===== src/remote_flash_update_sequencer_defines.svh =====
// ----------------------------------------------------------------------------
// remote_flash_update_sequencer_defines.svh
// Assertion helpers used by the update sequencer RTL.
// ----------------------------------------------------------------------------
`ifndef REMOTE_FLASH_UPDATE_SEQUENCER_DEFINES_SVH
`define REMOTE_FLASH_UPDATE_SEQUENCER_DEFINES_SVH

// Plain property, checked on every rising clock edge outside reset.
`define RFUS_ASSERT(lbl, prop, msg) \
  lbl: assert property (@(posedge clk_i) disable iff (!rst_ni) (prop)) else $error(msg);

// Next-cycle implication, checked outside reset.
`define RFUS_ASSERT_NEXT(lbl, ante, cons, msg) \
  lbl: assert property (@(posedge clk_i) disable iff (!rst_ni) (ante) |=> (cons)) \
    else $error(msg);

`endif


===== src/rfus_pkg.sv =====
// ----------------------------------------------------------------------------
// rfus_pkg
// Types and constants of the remote flash update sequencer.
// ----------------------------------------------------------------------------
`default_nettype none

package rfus_pkg;

  // Protocol constants
  localparam logic [8:0] MAX_CHUNK = 9'd500;
  localparam logic [7:0] OP_ERASE  = 8'd2;
  localparam logic [7:0] OP_WRITE  = 8'd3;
  localparam logic [7:0] OP_JUMP   = 8'd1;

  // Input commands
  typedef enum logic [1:0] {
    CMD_START = 2'd0,
    CMD_RESP  = 2'd1,
    CMD_TICK  = 2'd2
  } cmd_e;

  // Frame kinds
  typedef enum logic [1:0] {
    FK_NONE  = 2'd0,
    FK_ERASE = 2'd1,
    FK_WRITE = 2'd2,
    FK_JUMP  = 2'd3
  } frame_kind_e;

  // Result status codes
  typedef enum logic [2:0] {
    ST_BUSY      = 3'd0,
    ST_DONE      = 3'd1,
    ST_PARAM_ERR = 3'd2,
    ST_TIMEOUT   = 3'd3,
    ST_ERASE_ERR = 3'd4,
    ST_WRITE_ERR = 3'd5
  } status_e;

  // Sequencer phase
  typedef enum logic [1:0] {
    PH_IDLE  = 2'd0,
    PH_ERASE = 2'd1,
    PH_WRITE = 2'd2
  } phase_e;

  // Configuration register indexes
  typedef enum logic [1:0] {
    CFG_CHUNK_LIMIT   = 2'd0,
    CFG_ERASE_TIMEOUT = 2'd1,
    CFG_WRITE_TIMEOUT = 2'd2,
    CFG_IMAGE_BASE    = 2'd3
  } cfg_index_e;

  typedef struct packed {
    logic [1:0]  cmd;
    logic [7:0]  target_id;
    logic [31:0] image_size;
    logic [15:0] resp_len;
    logic [7:0]  resp_opcode;
    logic [7:0]  resp_success;
    logic [31:0] resp_offset;
  } in_item_t;

  typedef struct packed {
    logic [1:0]  frame_kind;
    logic [7:0]  dest_id;
    logic [31:0] frame_word;
    logic [31:0] source_address;
    logic [8:0]  chunk_length;
    logic [31:0] progress_offset;
    logic [2:0]  status;
  } out_item_t;

  typedef struct packed {
    phase_e      phase;
    logic [7:0]  dest_node;
    logic [31:0] total_size;
    logic [31:0] current_offset;
    logic [8:0]  current_chunk;
    logic [15:0] elapsed_ticks;
  } state_t;

  typedef struct packed {
    logic [8:0]  chunk_limit;
    logic [15:0] erase_timeout_ms;
    logic [15:0] write_timeout_ms;
    logic [31:0] image_base_address;
  } cfg_t;

endpackage

`default_nettype wire


===== src/rfus_step.sv =====
// ----------------------------------------------------------------------------
// rfus_step
// Next-state and result logic for one item of the update sequencer.
// ----------------------------------------------------------------------------
`default_nettype none

module rfus_step import rfus_pkg::*; (
  input  state_t    state_i,
  input  cfg_t      cfg_i,
  input  in_item_t  item_i,
  output state_t    state_o,
  output logic      emit_o,
  output out_item_t result_o
);

  logic [8:0]  lim;
  logic [31:0] sum_off;
  logic [31:0] wr_off;
  logic [31:0] remain;
  logic [8:0]  wr_chunk;
  logic [15:0] ticks_inc;
  logic [15:0] tmo_limit;
  logic        op_known;
  logic        erase_ok;
  logic        write_ok;

  // Shared datapath: chunk sizing, offset advance, tick count, timeout limit, response checks
  always_comb begin
    lim = ((cfg_i.chunk_limit == 9'd0) || (cfg_i.chunk_limit > MAX_CHUNK))
          ? MAX_CHUNK : cfg_i.chunk_limit;
    sum_off  = state_i.current_offset + {23'd0, state_i.current_chunk};
    wr_off   = (state_i.phase == PH_WRITE) ? sum_off : state_i.current_offset;
    remain   = state_i.total_size - wr_off;
    wr_chunk = (remain < {23'd0, lim}) ? remain[8:0] : lim;
    ticks_inc = (state_i.elapsed_ticks == 16'hFFFF) ? 16'hFFFF
                : state_i.elapsed_ticks + 16'd1;
    tmo_limit = (state_i.phase == PH_ERASE) ? cfg_i.erase_timeout_ms
                : cfg_i.write_timeout_ms;
    op_known = (item_i.resp_opcode == OP_ERASE) || (item_i.resp_opcode == OP_WRITE);
    erase_ok = (item_i.resp_len >= 16'd2) && (item_i.resp_opcode == OP_ERASE) &&
               (item_i.resp_success == 8'd1);
    write_ok = (item_i.resp_len >= 16'd6) && (item_i.resp_opcode == OP_WRITE) &&
               (item_i.resp_success == 8'd1) &&
               (item_i.resp_offset == state_i.current_offset);
  end

  // Command decode
  always_comb begin
    state_o  = state_i;
    emit_o   = 1'b0;
    result_o = '0;
    result_o.progress_offset = state_i.current_offset;
    unique case (item_i.cmd)
      CMD_START: begin
        emit_o = 1'b1;
        state_o.current_offset = '0;
        state_o.current_chunk  = '0;
        state_o.elapsed_ticks  = '0;
        result_o.progress_offset = '0;
        if (item_i.image_size == 32'd0) begin
          state_o.total_size = '0;
          state_o.phase      = PH_IDLE;
          result_o.status    = ST_PARAM_ERR;
        end else begin
          state_o.dest_node   = item_i.target_id;
          state_o.total_size  = item_i.image_size;
          state_o.phase       = PH_ERASE;
          result_o.frame_kind = FK_ERASE;
          result_o.dest_id    = item_i.target_id;
          result_o.frame_word = item_i.image_size;
          result_o.status     = ST_BUSY;
        end
      end
      CMD_RESP: begin
        if ((state_i.phase != PH_IDLE) && (item_i.resp_len != 16'd0) && op_known) begin
          emit_o = 1'b1;
          if ((state_i.phase == PH_ERASE) && !erase_ok) begin
            state_o.phase   = PH_IDLE;
            result_o.status = ST_ERASE_ERR;
          end else if ((state_i.phase == PH_WRITE) && !write_ok) begin
            state_o.phase   = PH_IDLE;
            result_o.status = ST_WRITE_ERR;
          end else if ((state_i.phase == PH_WRITE) && (sum_off >= state_i.total_size)) begin
            // last chunk acknowledged: hand over to the bootloader
            state_o.current_offset   = sum_off;
            state_o.phase            = PH_IDLE;
            state_o.elapsed_ticks    = '0;
            result_o.frame_kind      = FK_JUMP;
            result_o.dest_id         = state_i.dest_node;
            result_o.progress_offset = sum_off;
            result_o.status          = ST_DONE;
          end else begin
            // next write request
            state_o.current_offset   = wr_off;
            state_o.current_chunk    = wr_chunk;
            state_o.elapsed_ticks    = '0;
            state_o.phase            = PH_WRITE;
            result_o.frame_kind      = FK_WRITE;
            result_o.dest_id         = state_i.dest_node;
            result_o.frame_word      = wr_off;
            result_o.source_address  = cfg_i.image_base_address + wr_off;
            result_o.chunk_length    = wr_chunk;
            result_o.progress_offset = wr_off;
            result_o.status          = ST_BUSY;
          end
        end
      end
      CMD_TICK: begin
        if (state_i.phase != PH_IDLE) begin
          state_o.elapsed_ticks = ticks_inc;
          if (ticks_inc >= tmo_limit) begin
            emit_o          = 1'b1;
            state_o.phase   = PH_IDLE;
            result_o.status = ST_TIMEOUT;
          end
        end
      end
      default: begin
        // unused command code: no effect
      end
    endcase
  end

endmodule

`default_nettype wire


===== src/remote_flash_update_sequencer.sv =====
// ----------------------------------------------------------------------------
// remote_flash_update_sequencer: items pass an input register, then a result register.
// Throughput one item per cycle; input stalls only when a new result meets one still held.
// Reset clears the phase and all progress state; config returns to its defaults.
// ----------------------------------------------------------------------------
`default_nettype none
`include "remote_flash_update_sequencer_defines.svh"

module remote_flash_update_sequencer import rfus_pkg::*; (
  input  logic       clk_i,
  input  logic       rst_ni,
  // item input
  input  logic       in_valid_i,
  output logic       in_ready_o,
  input  in_item_t   in_item_i,
  // result output
  output logic       out_valid_o,
  input  logic       out_ready_i,
  output out_item_t  out_item_o,
  // configuration writes
  input  logic       cfg_valid_i,
  output logic       cfg_ready_o,
  input  logic [1:0] cfg_index_i,
  input  logic [31:0] cfg_data_i
);

  cfg_t      cfg_q;
  state_t    state_q;
  logic      in_valid_q;
  in_item_t  in_q;
  logic      out_valid_q;
  out_item_t out_q;

  state_t    step_state;
  logic      step_emit;
  out_item_t step_res;
  logic      stall;
  logic      adv;

  // Per-item logic
  rfus_step u_step (
    .state_i  (state_q),
    .cfg_i    (cfg_q),
    .item_i   (in_q),
    .state_o  (step_state),
    .emit_o   (step_emit),
    .result_o (step_res)
  );

  // Handshake: the stage holds only when its result cannot be parked
  assign stall      = in_valid_q && step_emit && out_valid_q && !out_ready_i;
  assign adv        = in_valid_q && !stall;
  assign in_ready_o = !in_valid_q || !stall;
  assign cfg_ready_o = 1'b1;
  assign out_valid_o = out_valid_q;
  assign out_item_o  = out_q;

  // Configuration registers
  always_ff @(posedge clk_i or negedge rst_ni) begin
    if (!rst_ni) begin
      cfg_q.chunk_limit        <= 9'd500;
      cfg_q.erase_timeout_ms   <= 16'd15000;
      cfg_q.write_timeout_ms   <= 16'd5000;
      cfg_q.image_base_address <= 32'd0;
    end else if (cfg_valid_i) begin
      unique case (cfg_index_i)
        CFG_CHUNK_LIMIT:   cfg_q.chunk_limit        <= cfg_data_i[8:0];
        CFG_ERASE_TIMEOUT: cfg_q.erase_timeout_ms   <= cfg_data_i[15:0];
        CFG_WRITE_TIMEOUT: cfg_q.write_timeout_ms   <= cfg_data_i[15:0];
        CFG_IMAGE_BASE:    cfg_q.image_base_address <= cfg_data_i;
        default: ;
      endcase
    end
  end

  // Input stage control
  always_ff @(posedge clk_i or negedge rst_ni) begin
    if (!rst_ni) begin
      in_valid_q <= 1'b0;
    end else if (in_ready_o) begin
      in_valid_q <= in_valid_i;
    end
  end

  // Input stage payload
  always_ff @(posedge clk_i) begin
    if (in_valid_i && in_ready_o) begin
      in_q <= in_item_i;
    end
  end

  // Sequencer state
  always_ff @(posedge clk_i or negedge rst_ni) begin
    if (!rst_ni) begin
      state_q <= '{phase: PH_IDLE, default: '0};
    end else if (adv) begin
      state_q <= step_state;
    end
  end

  // Result register control
  always_ff @(posedge clk_i or negedge rst_ni) begin
    if (!rst_ni) begin
      out_valid_q <= 1'b0;
    end else if (adv && step_emit) begin
      out_valid_q <= 1'b1;
    end else if (out_ready_i) begin
      out_valid_q <= 1'b0;
    end
  end

  // Result register payload
  always_ff @(posedge clk_i) begin
    if (adv && step_emit) begin
      out_q <= step_res;
    end
  end

  // Checks
  `RFUS_ASSERT_NEXT(a_busy_keeps_running,
    adv && step_emit && (step_res.status == ST_BUSY),
    state_q.phase != PH_IDLE, "busy result but sequencer went idle")
  `RFUS_ASSERT_NEXT(a_final_goes_idle,
    adv && step_emit && (step_res.status != ST_BUSY),
    state_q.phase == PH_IDLE, "final result but sequencer still running")
  `RFUS_ASSERT(a_chunk_in_range,
    (state_q.phase != PH_WRITE) ||
    ((state_q.current_chunk != 9'd0) && (state_q.current_chunk <= MAX_CHUNK)),
    "outstanding chunk length out of range")
  `RFUS_ASSERT_NEXT(a_stall_holds_item, stall, in_valid_q && $stable(in_q),
    "stalled item lost or changed")

endmodule

`default_nettype wire

===== config.mk =====
export PLATFORM = sky130hd
export DESIGN_NAME = remote_flash_update_sequencer
export DESIGN_NICKNAME = d
export VERILOG_FILES = /design/src/rfus_pkg.sv /design/src/rfus_step.sv /design/src/remote_flash_update_sequencer.sv
export VERILOG_INCLUDE_DIRS = /design/src /design/src/src
export SDC_FILE = /design/constraint.sdc
export NUM_CORES = 1
export LEC_CHECK = 0
export BUFFER_PORTS_ARGS = -buffer_cell sky130_fd_sc_hd__buf_4
export CELL_PAD_IN_SITES_DETAIL_PLACEMENT = 1
export CELL_PAD_IN_SITES_GLOBAL_PLACEMENT = 2
export CORE_MARGIN = 1.5
export CORE_UTILIZATION = 39
export DETAILED_ROUTE_END_ITERATION = 6
export MAX_ROUTING_LAYER = met4
export PLACE_DENSITY_LB_ADDON = 0.1
export SETUP_SLACK_MARGIN = 0.4
export SLEW_MARGIN = 40
export SYNTH_ARGS = -nofsm -noshare
export SYNTH_HDL_FRONTEND = slang
export SYNTH_SLANG_ARGS = --single-unit
export TNS_END_PERCENT = 5

===== constraint.sdc =====
create_clock -name clk_i -period 10 [get_ports clk_i]
set_clock_uncertainty 0.05 [all_clocks]
set_input_delay 2 -clock clk_i [delete_from_list [all_inputs] [get_ports clk_i]]
set_output_delay 2 -clock clk_i [all_outputs]
set_load 0.005 [all_outputs]

==> flow_metrics.env, run 1 <==
export IMPL_status="complete, no violations"
export IMPL_rsz0062_at_grt="false"
export IMPL_fp_dieH_um=242.2
export IMPL_synth_top_cell_area_share_pct=30.15
export IMPL_yosysMostFrequentCell="nand2_1"
export IMPL_crit_chain="ha_1 > fa_1 > a21o_1 > a21oi_1 > o21bai_1 > a21oi_1 > o21bai_1 > a41oi_1 > nor3_1 > nand3_1 > xor2_1 > ha_1 > nand2_1 > o21a_1 > o2111ai_1 > o221a_2 > nand4b_1 > a2111oi_2 > nor4b_1 > o2111ai_1 > nor4_4 > buf_4 > mux2_2 > o31ai_1"
export IMPL_drt_first_pass_iters=5
export IMPL_ant_nets=0
export IMPL_grt_pass1_vias=18180
export IMPL_cp_end_kind="flip-flop"
export IMPL_rows=87
export IMPL_area_growth_pct=19.53
export IMPL_totalNegativeSetupSlack_ps=0
export IMPL_critPathKind="flip-flop to flip-flop"
export IMPL_synth_area_leaders="edfxtp_1, dfrtp_1, ha_1"
export IMPL_grt_max_degree=66
export IMPL_hold_buffers=0
export IMPL_place_area_um2=25090
export IMPL_min_period_ps=7625
export IMPL_ctsHtreeMaxLevel=2
export IMPL_max_slew_margin_pct=40.54
export IMPL_ys_flop_type="edfxtp_1"
export IMPL_drc=0
export IMPL_cts_root_buf="clkbuf_16"
export IMPL_maxCapViolCount=0
export IMPL_clkLatencyLatePin_ps=590
export IMPL_max_freq_ghz=0.1311
export IMPL_ys_types=91
export IMPL_viasPerCell=5.480
export IMPL_p_total_w=0.005046
export IMPL_gr_total_overflow=0
export IMPL_core_um2=56500
export IMPL_cts_clk_slew_worst_paths_ps=60
export IMPL_yosys_area_top_type="edfxtp_1"
export IMPL_holdWs_ps=455.8
export IMPL_p_per_area_nw_per_um2=189.2
export IMPL_critPathLaunchType="flip-flop"
export IMPL_synth_seq_cells=398
export IMPL_place_ws_ps=2427
export IMPL_nets=2634
export IMPL_grt_pass1_wl_um=116500
export IMPL_cts_sinks=398
export IMPL_peakVddDrop_v=0.0001379
export IMPL_antenna_found_initial=4
export IMPL_syn_area_per_cell_um2=10.57
export IMPL_gp_congestion=0.8896
export IMPL_p_leak_nw=11.36
export IMPL_dp_hpwl_um=59400
export IMPL_die_area_um2=58650
export IMPL_path_buf_inv=1
export IMPL_port_buffers=264
export IMPL_design_area_um2=26670
export IMPL_syn_area_um2=22310
export IMPL_critPathTopFamily="compound AO/OA/AOI/OAI gates"
export IMPL_cts_resized=0
export IMPL_pin_count=266
export IMPL_crit_arrival_ps=8060
export IMPL_slowest_delay_ps=730
export IMPL_grt_use_total_pct=27.20
export IMPL_syn_nets=2391
export IMPL_hold_viol_final=0
export IMPL_synth_common_cells="nand2_1, edfxtp_1, o21ai_0, dfrtp_1, ha_1"
export IMPL_wirelength_um=77700
export IMPL_synth_edf_count=224
export IMPL_cts_tree="yes"
export IMPL_slowest_stage="nor3_1"
export IMPL_fin_crit_sh_pct=76.25
export IMPL_final_layout_size_suffix_gt1_share_pct=22.24
export IMPL_via_count=17270
export IMPL_report_final_slew_viol_count=0
export IMPL_synthArstFlopShare_pct=43.72
export IMPL_postCtsSetupBuffers=0
export IMPL_numCtsBuffers=47
export IMPL_netlist_instances=2110
export IMPL_cp_data_required_time_ps=10440
export IMPL_drtIter0Drc=1044
export IMPL_hold_class="flip-flop to flip-flop"
export IMPL_ys_seq_area_share_pct=49.77
export IMPL_clk_path_buf_depth=3
export IMPL_initial_core_util_pct=39.49
export IMPL_path_max_fanout=7
export IMPL_die_width_um=242.2
export IMPL_yosysWarnings=0
export IMPL_worst_slew_pin_transition_ps=885.5
export IMPL_post_drt_wl_per_cell_um=24.65
export IMPL_setup_slack_ps=2375
export IMPL_setup_violations=0
-- registers in the layout (all words and copies together) (netlist names) --
register,count
in_valid_q,1
state_q,99
cfg_q,73
out_valid_o,1
out_item_o,118
in_q,106
-- through the flow --
| stage | std cells | utilization (%) |
|---|---|---|
| after floorplan | 2110 | - |
| after global placement | 3053 | 44.19 |
| after detailed placement | 3060 | 44.42 |
| after CTS | 3148 | 47.13 |
| after global routing | 3151 | 47.20 |
| final | 3152 | 47.20 |
-- power by group --
| group | internal [W] | leakage, nW | switching (W) |
|---|---|---|---|
| Clock | 0.00101 | 0.756 | 0.000723 |
| Combinational | 0.000528 | 6.29 | 0.000781 |
| Sequential | 0.00189 | 4.31 | 0.000110 |
| Total | 0.00343 | 11.4 | 0.00161 |
-- per-layer routing --
layer  global-route usage, %  wire length, µm  up-vias
met5                       -                0        -
met4                   7.904             2234        0
met3                   5.018             3877       86
met2                   41.54            35180      374
met1                   36.90            36410     8691
li1                        -                -     8122
-- cells by family (layout without fill, tap and decap cells) --
kind of cell | Yosys count | after routing | synth area share [%]
adder cells (fa/ha/maj) | 136 | 136 | 7.728
AND/OR/NAND/NOR | 641 | 641 | 13.63
buffers and inverters | 209 | 491 | 4.088
XOR/XNOR | 137 | 137 | 5.378
multiplexers | 117 | 117 | 5.743
flip-flops | 398 | 398 | 49.77
AO/OA/AOI/OAI | 471 | 471 | 13.64
other | 1 | 5 | 0.01681
-- placed cells by master (no fill, tap or decap), types with 88 or more instances in the layout --
cell / count
nand2_1: 239
buf_4: 291
a21oi_1: 93
ha_1: 133
dfrtp_1: 156
o21ai_0: 159
inv_1: 101
nor2_1: 129
edfxtp_1: 224
mux2_2: 88
-- area by class of cell --
type | instances | area (µm²)
Sequential cell | 398 | 11100
Inverter | 102 | 382.9
Fill cell | 6186 | 29830
Clock inverter | 27 | 250.2
Clock buffer | 61 | 1281
Multi-Input combinational cell | 1503 | 10360
Timing Repair Buffer | 301 | 2332
Tap cell | 756 | 945.9
Antenna cell | 4 | 10.01
-- path summary, 6_finish.rpt --
kind                        startpoint          end  slack [ps]  cells past startpoint
max                        state_q[25]  state_q[17]        2370                     24
min                          cfg_q[32]    cfg_q[32]         460                      1
max reg2reg                state_q[25]  state_q[17]        2370                     24
min reg2reg                  cfg_q[32]    cfg_q[32]         460                      1
max in group asynchronous       rst_ni    cfg_q[27]        7390                      2
min in group asynchronous       rst_ni    cfg_q[20]        1340                      1
No activity file was read; power rests on OpenSTA's default activity.
==> run 2, diff against run 1 <==
Clock period 10 ns to 7.1 ns, I/O delays scaled along.
==> flow_metrics.env, run 2 (synthesized netlist as in run 1, its figures left out) <==
export IMPL_gr_total_overflow=0
export IMPL_grt_use_total_pct=27.11
export IMPL_p_leak_nw=11.51
export IMPL_fin_cells=3183
export IMPL_report_final_slew_viol_count=0
export IMPL_nets=2666
export IMPL_power_share_clock_pct=33.9
export IMPL_via_count=17410
export IMPL_cts_root_buf="clkbuf_16"
export IMPL_wirelength_um=77550
export IMPL_grt_busiest_layer="met2"
export IMPL_setup_violations=0
export IMPL_grtUsageMet3_pct=4.453
export IMPL_grt_max_degree=119
export IMPL_drc=0
export IMPL_drt_first_pass_iters=5
export IMPL_grt_util_met2_pct=39.97
export IMPL_layout_common_cells="buf_4, nand2_1, edfxtp_1, o21ai_0, dfrtp_1"
export IMPL_utilization_pct=47.99
export IMPL_fin_crit_sh_pct=91.38
export IMPL_max_freq_ghz=0.1541
export IMPL_post_drt_wl_per_cell_um=24.36
export IMPL_ctsHtreeMaxLevel=2
export IMPL_numCtsBuffers=47
export IMPL_holdWs_ps=457.5
export IMPL_cts_sinks=398
export IMPL_viasPerCell=5.471
export IMPL_min_period_ps=6488
export IMPL_cp_data_required_time_ps=5630
export IMPL_drtIter0Drc=1078
export IMPL_die_area_um2=58650
export IMPL_final_common_cell="buf_4"
export IMPL_status="complete, no violations"
export IMPL_grt_pass1_wl_um=116200
export IMPL_critPathLaunchType="flip-flop"
export IMPL_power_switching_w=0.002299
export IMPL_p_comb_share_pct=26.6
export IMPL_cts_tree="yes"
export IMPL_pin_count=266
export IMPL_largest_reg_flops=118
export IMPL_die_width_um=242.2
export IMPL_clkLatencyLatePin_ps=600
export IMPL_p_total_w=0.007162
export IMPL_intPower_w=0.004862
export IMPL_critPathKind="flip-flop to output pin"
export IMPL_clk_path_buf_depth=3
export IMPL_dp_cells=3087
export IMPL_p_per_area_nw_per_um2=264.1
export IMPL_crit_arrival_ps=5020
export IMPL_port_buffers=264
export IMPL_hold_viol_final=0
export IMPL_cp_end_kind="output pin"
export IMPL_totalNegativeSetupSlack_ps=0
export IMPL_area_growth_pct=21.54
export IMPL_final_layout_size_suffix_gt1_share_pct=24.75
export IMPL_dp_hpwl_um=60140
export IMPL_worst_slew_pin_transition_ps=905.4
export IMPL_core_um2=56500
export IMPL_grt_pass1_vias=18110
export IMPL_rsz0062_at_grt="true"
export IMPL_rows=87
export IMPL_path_max_fanout=20
export IMPL_max_slew_margin_pct=39.64
export IMPL_peakVddDrop_v=0.0001946
export IMPL_hold_class="flip-flop to flip-flop"
export IMPL_maxCapViolCount=0
export IMPL_p_seq_share_pct=39.5
export IMPL_r2r_slack_ps=610
export IMPL_gp_congestion=0.8996
export IMPL_initial_core_util_pct=39.49
export IMPL_antenna_found_initial=3
export IMPL_fp_dieH_um=242.2
export IMPL_cts_clk_slew_worst_paths_ps=60
export IMPL_switching_share_pct=32.11
export IMPL_ant_nets=0
export IMPL_grtUsageMet1_pct=38.32
-- run 2: cell types whose count changed in the layout (fill, tap and decap cells not counted), sizes merged --
cell,before,now
bufinv,4,3
clkbuf,61,65
clkinvlp,2,1
buf,301,333
clkinv,18,16
diode,4,3
-- run 2: repair_timing --
action / 4_1_cts / 5_1_grt
resized for setup: 9 / 42
gates cloned: 0 / 0
endpoints found under the setup margin: 19 / 22
endpoints found under the hold margin: 0 / 0
pin swaps: 2 / 4
buffers inserted: 3 / 1
hold buffers: 0 / 0
-- run 2: layout make-up --
| class | count | area [µm²] |
|---|---|---|
| clock buffers | 65 | 1304 |
| flip-flops and latches | 398 | 11110 |
| diodes | 3 | 7.507 |
| fillers | 6127 | 29380 |
| inverters | 102 | 382.9 |
| repair buffers | 333 | 2569 |
| well taps | 756 | 945.9 |
| clock inverters | 23 | 234.0 |
| multi-input cells | 1503 | 10570 |
-- run 2: critical path, stage by stage (launching register included) --
cell	delay [ps]
dfrtp_1	390
ha_1	260
and3_1	290
and3_2	320
nand4_1	200
or2_4	390
and2_1	210
ha_1	280
nand2b_1	140
a21o_1	170
a21o_1	170
a21oi_1	160
o211ai_1	150
a211oi_2	370
nor3_1	140
o311ai_0	320
buf_4	200
or2_2	140
buf_4	110
-- run 2: per-layer routing --
metal | part of all wire [%] | wire length [µm]
met1 | 49 | 37780
met2 | 44 | 34000
met3 | 4.6 | 3570
met4 | 2.8 | 2199
met5 | 0 | 0
-- run 2: final timing paths --
kind | cells past startpoint | endpoint | startpoint
max | 18 | in_ready_o | state_q[0]
min | 1 | cfg_q[62] | cfg_q[62]
max reg2reg | 25 | out_item_o[37] | state_q[19]
min reg2reg | 1 | cfg_q[62] | cfg_q[62]
max in group asynchronous | 3 | state_q[12] | rst_ni
min in group asynchronous | 1 | cfg_q[21] | rst_ni
-- run 2: power groups by stage --
stage / clock [W] / sequential (W) / combinational, W
5_1_grt: 0.00257 / 0.00285 / 0.00209
2_1_floorplan: 0 / 0.00279 / 0.00126
6_report: 0.00243 / 0.00283 / 0.00190
3_5_place_dp: 0 / 0.00287 / 0.00183
3_3_place_gp: 0 / 0.00286 / 0.00182
4_1_cts: 0.00249 / 0.00282 / 0.00185
-- run 2: per-stage QoR --
step           area (µm²)  worst slack [ps]
2_1_floorplan       22320             946.5
3_3_place_gp        25220             82.11
3_5_place_dp        25240            -75.34
4_1_cts             26850             365.9
5_1_grt             27110             345.8
6_report            27110             611.8
